`src/design/sipq_pkg.sv`:
```
// shared types and codes for the sorted insert priority queue
// used by sipq_ctrl, sipq_datapath and the top level; depends on nothing
package sipq_pkg;

    // request codes; the unused code behaves as inspect
    localparam logic [1:0] ACT_INSERT  = 2'd0;
    localparam logic [1:0] ACT_REMOVE  = 2'd1;
    localparam logic [1:0] ACT_INSPECT = 2'd2;

    // result status codes
    localparam logic [1:0] ST_OK    = 2'd0;
    localparam logic [1:0] ST_FULL  = 2'd1;
    localparam logic [1:0] ST_EMPTY = 2'd2;

    // memory read address relative to the working or scan index
    typedef enum logic [2:0] {
        RD_BELOW,
        RD_BELOW2,
        RD_ABOVE,
        RD_ABOVE2,
        RD_POS,
        RD_POS1
    } rd_sel_t;

    // commands from the controller to the datapath
    typedef struct packed {
        logic       load;          // latch request, set working index
        logic       rd_en;         // issue a memory read
        rd_sel_t    rd_sel;        // which entry to read
        logic       wr_shift;      // write last read entry at index
        logic       wr_item;       // write the new item at index
        logic       idx_inc;
        logic       idx_dec;
        logic       pos_inc;       // advance the insert point scan
        logic       occ_inc;
        logic       occ_dec;
        logic       publish;       // load the result register
        logic [1:0] result_status;
    } sipq_cmd_t;

    // status from the datapath to the controller
    typedef struct packed {
        logic [1:0] action;
        logic       order_mode;
        logic       full;
        logic       empty;
        logic       occ_one;
        logic       idx_zero;
        logic       scan_last;     // scan index is at the last entry
        logic       shift_last;    // working index is just above the insert point
        logic       key_gt;        // read key above the new key
        logic       rem_more;      // another entry left to move down
        logic       out_busy;      // result register cannot take a result
    } sipq_stat_t;

endpackage

```
`src/design/sipq_ctrl.sv`:
```
// controller state machine for the sorted insert priority queue
// depends on sipq_pkg; drives the datapath by sipq_cmd_t
module sipq_ctrl (
    input  logic                clk,
    input  logic                rst_n,
    input  logic                in_valid,
    output logic                in_ready,
    input  sipq_pkg::sipq_stat_t stat,
    output sipq_pkg::sipq_cmd_t  cmd
);
    import sipq_pkg::*;

    typedef enum logic [2:0] {
        S_IDLE,
        S_DECODE,
        S_INS_SCAN,
        S_INS_CMP,
        S_WRITE_NEW,
        S_REM_MOVE,
        S_FINISH
    } state_t;

    state_t     state_reg, state_next;
    logic [1:0] status_reg, status_next;

    assign in_ready = (state_reg == S_IDLE);

    // next state and commands
    always_comb
    begin
        state_next  = state_reg;
        status_next = status_reg;
        cmd         = '0;
        cmd.rd_sel  = RD_BELOW;
        cmd.result_status = status_reg;
        unique case (state_reg)
            S_IDLE:
            begin
                if (in_valid)
                begin
                    cmd.load   = 1'b1;
                    state_next = S_DECODE;
                end
            end
            S_DECODE:
            begin
                status_next = ST_OK;
                state_next  = S_FINISH;
                if (stat.action == ACT_INSERT)
                begin
                    if (stat.full)
                        status_next = ST_FULL;
                    else if (!stat.order_mode || stat.idx_zero)
                        state_next = S_WRITE_NEW;
                    else
                    begin
                        cmd.rd_en  = 1'b1;
                        cmd.rd_sel = RD_POS;
                        state_next = S_INS_SCAN;
                    end
                end
                else if (stat.action == ACT_REMOVE)
                begin
                    if (stat.empty)
                        status_next = ST_EMPTY;
                    else if (stat.occ_one)
                        cmd.occ_dec = 1'b1;
                    else
                    begin
                        cmd.rd_en  = 1'b1;
                        cmd.rd_sel = RD_ABOVE;
                        state_next = S_REM_MOVE;
                    end
                end
            end
            S_INS_SCAN:
            begin
                // find the first entry from the head with a larger key
                if (stat.key_gt)
                begin
                    cmd.rd_en  = 1'b1;
                    cmd.rd_sel = RD_BELOW;
                    state_next = S_INS_CMP;
                end
                else if (stat.scan_last)
                    state_next = S_WRITE_NEW;
                else
                begin
                    cmd.pos_inc = 1'b1;
                    cmd.rd_en   = 1'b1;
                    cmd.rd_sel  = RD_POS1;
                end
            end
            S_INS_CMP:
            begin
                // move entries from the insert point on one place toward the tail
                cmd.wr_shift = 1'b1;
                cmd.idx_dec  = 1'b1;
                if (stat.shift_last)
                    state_next = S_WRITE_NEW;
                else
                begin
                    cmd.rd_en  = 1'b1;
                    cmd.rd_sel = RD_BELOW2;
                end
            end
            S_WRITE_NEW:
            begin
                cmd.wr_item = 1'b1;
                cmd.occ_inc = 1'b1;
                state_next  = S_FINISH;
            end
            S_REM_MOVE:
            begin
                // move each entry one place toward the head
                cmd.wr_shift = 1'b1;
                cmd.idx_inc  = 1'b1;
                if (stat.rem_more)
                begin
                    cmd.rd_en  = 1'b1;
                    cmd.rd_sel = RD_ABOVE2;
                end
                else
                begin
                    cmd.occ_dec = 1'b1;
                    state_next  = S_FINISH;
                end
            end
            S_FINISH:
            begin
                if (!stat.out_busy)
                begin
                    cmd.publish = 1'b1;
                    state_next  = S_IDLE;
                end
            end
            default:
            begin
                state_next = S_IDLE;
            end
        endcase
    end

    // state and status registers
    always_ff @(posedge clk or negedge rst_n)
    begin
        if (!rst_n)
        begin
            state_reg  <= S_IDLE;
            status_reg <= ST_OK;
        end
        else
        begin
            state_reg  <= state_next;
            status_reg <= status_next;
        end
    end

endmodule

```
`src/design/sipq_datapath.sv`:
```
// datapath of the sorted insert priority queue: entry memories, counters,
// head copy, mode register and result register; depends on sipq_pkg
module sipq_datapath #(
    parameter int DEPTH     = 16,
    parameter int KEY_BITS  = 16,
    parameter int DATA_BITS = 32,
    parameter int CNT_W     = $clog2(DEPTH + 1)
) (
    input  logic                  clk,
    input  logic                  rst_n,
    input  logic                  cfg_we,
    input  logic                  cfg_wdata,
    input  logic [1:0]            action,
    input  logic [KEY_BITS-1:0]   item_key,
    input  logic [DATA_BITS-1:0]  item_payload,
    input  logic                  out_ready,
    output logic                  out_valid,
    output logic [KEY_BITS-1:0]   head_key,
    output logic [DATA_BITS-1:0]  head_payload,
    output logic                  queue_empty,
    output logic                  queue_full,
    output logic [CNT_W-1:0]      entry_count,
    output logic [1:0]            status,
    input  sipq_pkg::sipq_cmd_t   cmd,
    output sipq_pkg::sipq_stat_t  stat
);
    import sipq_pkg::*;

    localparam int IDX_W = (DEPTH > 1) ? $clog2(DEPTH) : 1;

    logic [KEY_BITS-1:0]  key_mem [DEPTH];
    logic [DATA_BITS-1:0] pay_mem [DEPTH];

    logic                 order_mode_reg;
    logic [CNT_W-1:0]     occ_reg, occ_next;
    logic [CNT_W-1:0]     idx_reg, idx_next;
    logic [CNT_W-1:0]     pos_reg;
    logic [1:0]           action_reg;
    logic [KEY_BITS-1:0]  item_key_reg;
    logic [DATA_BITS-1:0] item_pay_reg;
    logic [KEY_BITS-1:0]  rd_key_reg;
    logic [DATA_BITS-1:0] rd_pay_reg;
    logic [KEY_BITS-1:0]  head_key_reg;
    logic [DATA_BITS-1:0] head_pay_reg;

    logic                 out_valid_reg;
    logic [KEY_BITS-1:0]  out_key_reg;
    logic [DATA_BITS-1:0] out_pay_reg;
    logic                 out_empty_reg;
    logic                 out_full_reg;
    logic [CNT_W-1:0]     out_count_reg;
    logic [1:0]           out_status_reg;

    logic [CNT_W-1:0]     rd_addr_w;
    logic [CNT_W:0]       idx_plus2;
    logic                 wr_en;
    logic [IDX_W-1:0]     wr_addr;
    logic [KEY_BITS-1:0]  wr_key;
    logic [DATA_BITS-1:0] wr_pay;

    // read address around the working or scan index
    always_comb
    begin
        unique case (cmd.rd_sel)
            RD_BELOW:  rd_addr_w = idx_reg - CNT_W'(1);
            RD_BELOW2: rd_addr_w = idx_reg - CNT_W'(2);
            RD_ABOVE:  rd_addr_w = idx_reg + CNT_W'(1);
            RD_ABOVE2: rd_addr_w = idx_reg + CNT_W'(2);
            RD_POS:    rd_addr_w = pos_reg;
            RD_POS1:   rd_addr_w = pos_reg + CNT_W'(1);
            default:   rd_addr_w = idx_reg;
        endcase
    end

    // write port: shifted entry or new item
    assign wr_en   = cmd.wr_shift | cmd.wr_item;
    assign wr_addr = idx_reg[IDX_W-1:0];
    assign wr_key  = cmd.wr_item ? item_key_reg : rd_key_reg;
    assign wr_pay  = cmd.wr_item ? item_pay_reg : rd_pay_reg;

    // entry memories with registered read data
    always_ff @(posedge clk)
    begin
        if (wr_en)
        begin
            key_mem[wr_addr] <= wr_key;
            pay_mem[wr_addr] <= wr_pay;
        end
        if (cmd.rd_en)
        begin
            rd_key_reg <= key_mem[rd_addr_w[IDX_W-1:0]];
            rd_pay_reg <= pay_mem[rd_addr_w[IDX_W-1:0]];
        end
    end

    // request latch and head copy
    always_ff @(posedge clk)
    begin
        if (cmd.load)
        begin
            item_key_reg <= item_key;
            item_pay_reg <= item_payload;
        end
        if (wr_en && (idx_reg == '0))
        begin
            head_key_reg <= wr_key;
            head_pay_reg <= wr_pay;
        end
    end

    // working index and occupancy
    always_comb
    begin
        idx_next = idx_reg;
        occ_next = occ_reg;
        if (cmd.load)
            idx_next = (action == ACT_INSERT) ? occ_reg : '0;
        else if (cmd.idx_inc)
            idx_next = idx_reg + CNT_W'(1);
        else if (cmd.idx_dec)
            idx_next = idx_reg - CNT_W'(1);
        if (cmd.occ_inc)
            occ_next = occ_reg + CNT_W'(1);
        else if (cmd.occ_dec)
            occ_next = occ_reg - CNT_W'(1);
    end

    always_ff @(posedge clk or negedge rst_n)
    begin
        if (!rst_n)
        begin
            order_mode_reg <= 1'b1;
            occ_reg        <= '0;
            idx_reg        <= '0;
            pos_reg        <= '0;
            action_reg     <= ACT_INSPECT;
        end
        else
        begin
            if (cfg_we)
                order_mode_reg <= cfg_wdata;
            occ_reg <= occ_next;
            idx_reg <= idx_next;
            if (cmd.load)
                pos_reg <= '0;
            else if (cmd.pos_inc)
                pos_reg <= pos_reg + CNT_W'(1);
            if (cmd.load)
                action_reg <= action;
        end
    end

    // result register
    always_ff @(posedge clk or negedge rst_n)
    begin
        if (!rst_n)
            out_valid_reg <= 1'b0;
        else if (cmd.publish)
            out_valid_reg <= 1'b1;
        else if (out_ready)
            out_valid_reg <= 1'b0;
    end

    always_ff @(posedge clk)
    begin
        if (cmd.publish)
        begin
            out_key_reg    <= (occ_reg == '0) ? '0 : head_key_reg;
            out_pay_reg    <= (occ_reg == '0) ? '0 : head_pay_reg;
            out_empty_reg  <= (occ_reg == '0);
            out_full_reg   <= (occ_reg == CNT_W'(DEPTH));
            out_count_reg  <= occ_reg;
            out_status_reg <= cmd.result_status;
        end
    end

    // status to the controller
    assign idx_plus2       = {1'b0, idx_reg} + (CNT_W + 1)'(2);
    assign stat.action     = action_reg;
    assign stat.order_mode = order_mode_reg;
    assign stat.full       = (occ_reg == CNT_W'(DEPTH));
    assign stat.empty      = (occ_reg == '0);
    assign stat.occ_one    = (occ_reg == CNT_W'(1));
    assign stat.idx_zero   = (idx_reg == '0);
    assign stat.scan_last  = ((pos_reg + CNT_W'(1)) == occ_reg);
    assign stat.shift_last = (idx_reg == (pos_reg + CNT_W'(1)));
    assign stat.key_gt     = (rd_key_reg > item_key_reg);
    assign stat.rem_more   = (idx_plus2 < {1'b0, occ_reg});
    assign stat.out_busy   = out_valid_reg & ~out_ready;

    assign out_valid    = out_valid_reg;
    assign head_key     = out_key_reg;
    assign head_payload = out_pay_reg;
    assign queue_empty  = out_empty_reg;
    assign queue_full   = out_full_reg;
    assign entry_count  = out_count_reg;
    assign status       = out_status_reg;

endmodule

```
`src/design/sorted_insert_priority_queue.sv`:
```
// top level of the sorted insert priority queue
// depends on sipq_pkg, sipq_ctrl and sipq_datapath
//
// usage:
//   requests enter on in_valid/in_ready with action, item_key and item_payload;
//   action insert places the item before the first entry with a larger key
//   (or at the tail when order_mode is 0), remove drops the head, inspect and
//   the unused code only report. every request gives one result item on
//   out_valid/out_ready: head after the request, empty, full, count, status.
//   order_mode is written by cfg_we/cfg_wdata; the user must write it only
//   while no request is in flight; the block itself does not enforce this.
// sequence, one request at a time: an ordered insert scans from the head and,
//   unless the item goes to the tail, then shifts from the tail. in_ready rises
//   with out_valid.
// reset: rst_n clears the queue to empty, order_mode to 1 and drops out_valid.
// stalls: the result waits in its register; the next request is accepted
//   meanwhile and holds in its last step until the slot frees.
module sorted_insert_priority_queue #(
    parameter int DEPTH     = 16,
    parameter int KEY_BITS  = 16,
    parameter int DATA_BITS = 32
) (
    input  logic                         clk,
    input  logic                         rst_n,
    input  logic                         cfg_we,
    input  logic                         cfg_wdata,
    input  logic                         in_valid,
    output logic                         in_ready,
    input  logic [1:0]                   action,
    input  logic [KEY_BITS-1:0]          item_key,
    input  logic [DATA_BITS-1:0]         item_payload,
    output logic                         out_valid,
    input  logic                         out_ready,
    output logic [KEY_BITS-1:0]          head_key,
    output logic [DATA_BITS-1:0]         head_payload,
    output logic                         queue_empty,
    output logic                         queue_full,
    output logic [$clog2(DEPTH+1)-1:0]   entry_count,
    output logic [1:0]                   status
);
    import sipq_pkg::*;

    localparam int CNT_W = $clog2(DEPTH + 1);

    sipq_cmd_t  cmd;
    sipq_stat_t stat;

    // request sequencing
    sipq_ctrl u_ctrl (
        .clk      (clk),
        .rst_n    (rst_n),
        .in_valid (in_valid),
        .in_ready (in_ready),
        .stat     (stat),
        .cmd      (cmd)
    );

    // entry storage and result register
    sipq_datapath #(
        .DEPTH     (DEPTH),
        .KEY_BITS  (KEY_BITS),
        .DATA_BITS (DATA_BITS),
        .CNT_W     (CNT_W)
    ) u_datapath (
        .clk          (clk),
        .rst_n        (rst_n),
        .cfg_we       (cfg_we),
        .cfg_wdata    (cfg_wdata),
        .action       (action),
        .item_key     (item_key),
        .item_payload (item_payload),
        .out_ready    (out_ready),
        .out_valid    (out_valid),
        .head_key     (head_key),
        .head_payload (head_payload),
        .queue_empty  (queue_empty),
        .queue_full   (queue_full),
        .entry_count  (entry_count),
        .status       (status),
        .cmd          (cmd),
        .stat         (stat)
    );

endmodule

```
`config.mk`:
```
export PLATFORM = sky130hd
export DESIGN_NAME = sorted_insert_priority_queue
export DESIGN_NICKNAME = d
export VERILOG_FILES = /design/src/design/sipq_pkg.sv /design/src/design/sipq_ctrl.sv /design/src/design/sipq_datapath.sv /design/src/design/sorted_insert_priority_queue.sv
export SDC_FILE = /design/constraint.sdc
export NUM_CORES = 1
export LEC_CHECK = 0
export BUFFER_PORTS_ARGS = -buffer_cell sky130_fd_sc_hd__buf_2
export CORE_MARGIN = 4
export CORE_UTILIZATION = 56
export DETAILED_ROUTE_END_ITERATION = 6
export HOLD_SLACK_MARGIN = 0.06
export PLACE_DENSITY = 0.76
export SLEW_MARGIN = 10
export SYNTH_ARGS = -nofsm -noshare
export SYNTH_HDL_FRONTEND = slang
export SYNTH_SLANG_ARGS = --single-unit
```
`constraint.sdc`:
```
create_clock -name clk -period 4.9 [get_ports clk]
set_input_delay 0.98 -clock clk [delete_from_list [all_inputs] [get_ports clk]]
set_output_delay 0.98 -clock clk [all_outputs]
set_load 0.01 [all_outputs]
```
==> flow_summary.yaml <==
status:
  status: "finished, final reports clean"
logic_synthesis:
  synth_seq_cells: 993
  synth.distinct_cells: 77
  syn-num-nets: 1896
  synthFlopType: "edfxtp_1"
  synth_area_leaders: "edfxtp_1 76%, mux4_2 10%, a22oi_1 1.9%"
  synth-seq-area-share: 0.772
  synth_cells: 1808
  synth_top_area_frac: 0.756
  synth-async-reset-ratio: 0.0242
  synth_edf_count: 969
  yosys_warnings: 0
  avgSynthCellArea_um2: 21.3
  synth_area_leader_cell: "edfxtp_1"
  syn_area_mm2: 0.0385
clocking:
  cts.sinks: 993
  cts_setup_buffers: 0
  path_clk_slew_ns: 0.06
  cts_buffers: 97
  htree_levels: 3
  clk_path_buf_depth: 3
  cts_hold_buf: 0
  insertion_delay_ns: 0.68
  root_buffer: "clkbuf_16"
  cts_repair_resize_count: 0
  tritoncts: "yes"
layout:
  largest_register_ffs: 512
  reg_top3: "u_datapath.pay_mem (512), u_datapath.key_mem (256)"
  regMostFlops: "u_datapath.pay_mem"
  final_core_util: 0.649
  final_layout_size_suffix_gt1_frac: 0.279
  finalNetCount: 2083
  syn_to_final_growth_pct: 14.1
grt:
  grt_util_all_layers: 0.244
  grt_pass1_wl_um: 131000
  grt_max_degree: 66
  grt_pass1_vias: 19800
  grt_antenna_before_repair: 0
  overflow: 0
sta:
  relSlewSlack: 0.226
  setup-tns-final_ns: 0
  rsz0062_at_grt: "false"
  setup_viol: 0
  holdWs_ns: 0.310
  period_share: 0.932
  max_slew.worst_pin.slew_ns: 1.16
  max_freq_mhz: 219
  final-max-slew-violation-count: 0
  fin_crit_ns: 4.57
  hold_viol_final: 0
  clock_skew_ns: 0.0342
critical_path:
  cp-end-kind: "flop"
  r2r-end: "u_datapath.rd_pay_reg[5]$_DFFE_PP_"
  critPathMaxFanout: 32
  ff2ff_setup_slack_ns: 0.33
  rr_worst_depth: 14
  crit_required_ns: 5.29
  cp_slowest_cell: "mux4_2"
  path_buf_inv: 3
  crit_family: "compound AO/OA/AOI/OAI gates"
  crit_chain: "inv_1 -> ha_1 -> ha_1 -> a21oi_1 -> o21ai_1 -> a311oi_2 -> nand2b_4 -> mux2_4 -> a2111oi_4 -> buf_12 -> buf_12 -> mux4_2 -> a22oi_1 -> nand2_1"
  worstReg2RegStart: "u_datapath.idx_reg[1]$_DFFE_PN0P_"
  start_kind: "flop"
  worstSetupPathType: "reg -> reg"
  critPathArrivalTime_ns: 4.96
  critical-path-max-stage-delay_ns: 0.55
routing:
  wl_um: 88700
  wl_per_cell_um: 30.1
  drtIter0Drc: 2740
  remaining_drc_errors: 0
  drt_pass1_iterations: 5
  vias_per_cell: 6.47
  ant_nets: 0
  num_vias: 19100
job:
  drv_cap: 0
floorplanning:
  dieArea_mm2: 0.0730
  fp-row-count: 95
  start_util: 0.569
  core_area_mm2: 0.0676
  boundaryPins: 115
  fp.dieH_um: 270
  fp.dieW_um: 270
min_path:
  hp-class: "in -> async"
placement:
  numPortBuffers: 114
  place.gp.congestion: 0.875
  dp_hpwl_um: 43200
[kinds of logic (layout without fill, tap and decap cells)]
group                      count (synthesis)  after routing  share of synthesized area
buffers and inverters                    114            382                     0.0185
muxes                                    242            242                      0.129
DFF                                      993            993                      0.772
other                                      0              1                          0
xor gates and xnor gates                  26             26                    0.00647
and+or+nand+nor                          229            229                     0.0300
adders and majority gates                 32             32                     0.0106
AOI/OAI and AO/OA                        172            172                     0.0336
[final cells by class]
class	instances	area [um^2]
diodes	1	2.50
clock buffers	114	2490
clock inverters	66	920
fillers	4146	23700
inverters	30	113
multi-input cells	701	8250
flip-flops and latches	993	29700
well taps	873	1090
repair buffers	172	1330
[synth_stat cells, types with 12 or more instances]
cell / instances
xnor2_1: 17
a21oi_1: 14
inv_1: 30
dfrtp_1: 22
edfxtp_1: 969
buf_2: 39
a22oi_1: 99
nand2_1: 90
nor2_1: 35
clkbuf_1: 12
nor2b_1: 53
mux4_1: 18
o21ai_0: 17
ha_1: 31
mux2_2: 48
mux4_2: 174
[through the flow]
step | cell area, um^2 | setup slack, ns | instances
after global placement | 40500 | 0.492 | 2769
after global routing | 43900 | 0.0373 | 2949
after CTS | 43900 | 0.320 | 2949
after detailed placement | 40500 | 0.439 | 2769
after floorplan | 38500 | 0.714 | 1808
final | 43900 | 0.335 | 2950
[cells in the final DEF (no fill, tap or decap), types with 5 or more instances in the layout]
master | Yosys | routed
a22o_1 | 5 | 5
bufinv_16 | 0 | 20
a21oi_1 | 14 | 13
dfrtp_1 | 22 | 22
mux4_1 | 18 | 18
nor2_4 | 0 | 21
buf_4 | 3 | 32
edfxtp_1 | 969 | 969
clkinv_1 | 0 | 25
buf_12 | 2 | 26
a22oi_1 | 99 | 99
xnor2_1 | 17 | 17
inv_1 | 30 | 29
ha_1 | 31 | 31
mux2_2 | 48 | 48
clkinv_2 | 0 | 6
clkbuf_1 | 12 | 17
nor3_1 | 10 | 9
nor2b_1 | 53 | 53
nor2_1 | 35 | 14
nand2_1 | 90 | 90
nand3_1 | 9 | 9
xor2_1 | 7 | 7
o21ai_0 | 17 | 17
clkbuf_16 | 0 | 97
buf_2 | 39 | 114
clkinvlp_4 | 0 | 6
mux4_2 | 174 | 174
[worst max-delay path by stage]
stage                                           start                                   end  slack (ns)  cells past startpoint
floorplan           u_datapath.idx_reg[1]$_DFFE_PN0P_  u_datapath.head_key_reg[0]$_DFFE_PP_        0.71                      4
global placement    u_datapath.idx_reg[2]$_DFFE_PN0P_    u_datapath.rd_pay_reg[5]$_DFFE_PP_        0.49                     14
detailed placement  u_datapath.idx_reg[1]$_DFFE_PN0P_    u_datapath.rd_pay_reg[5]$_DFFE_PP_        0.44                     14
CTS                 u_datapath.idx_reg[1]$_DFFE_PN0P_    u_datapath.rd_pay_reg[5]$_DFFE_PP_        0.32                     14
global route        u_datapath.idx_reg[1]$_DFFE_PN0P_    u_datapath.rd_pay_reg[5]$_DFFE_PP_        0.04                     14
finish              u_datapath.idx_reg[1]$_DFFE_PN0P_    u_datapath.rd_pay_reg[5]$_DFFE_PP_        0.33                     14
[per-layer routing]
metal  global-route usage  vias up  part of all wire  wire [um]
met5                    0        -                 0          0
met4               0.0786        0             0.025       2230
met3               0.0523      149              0.10       9030
met2                0.396     1202              0.50      44300
met1                0.339     9898              0.37      33200
li1                     -     7842                 -          -
Power is left out: the tool's default activity adds up to more than one toggle a clock period on the data nets, which glitch-free logic cannot reach.
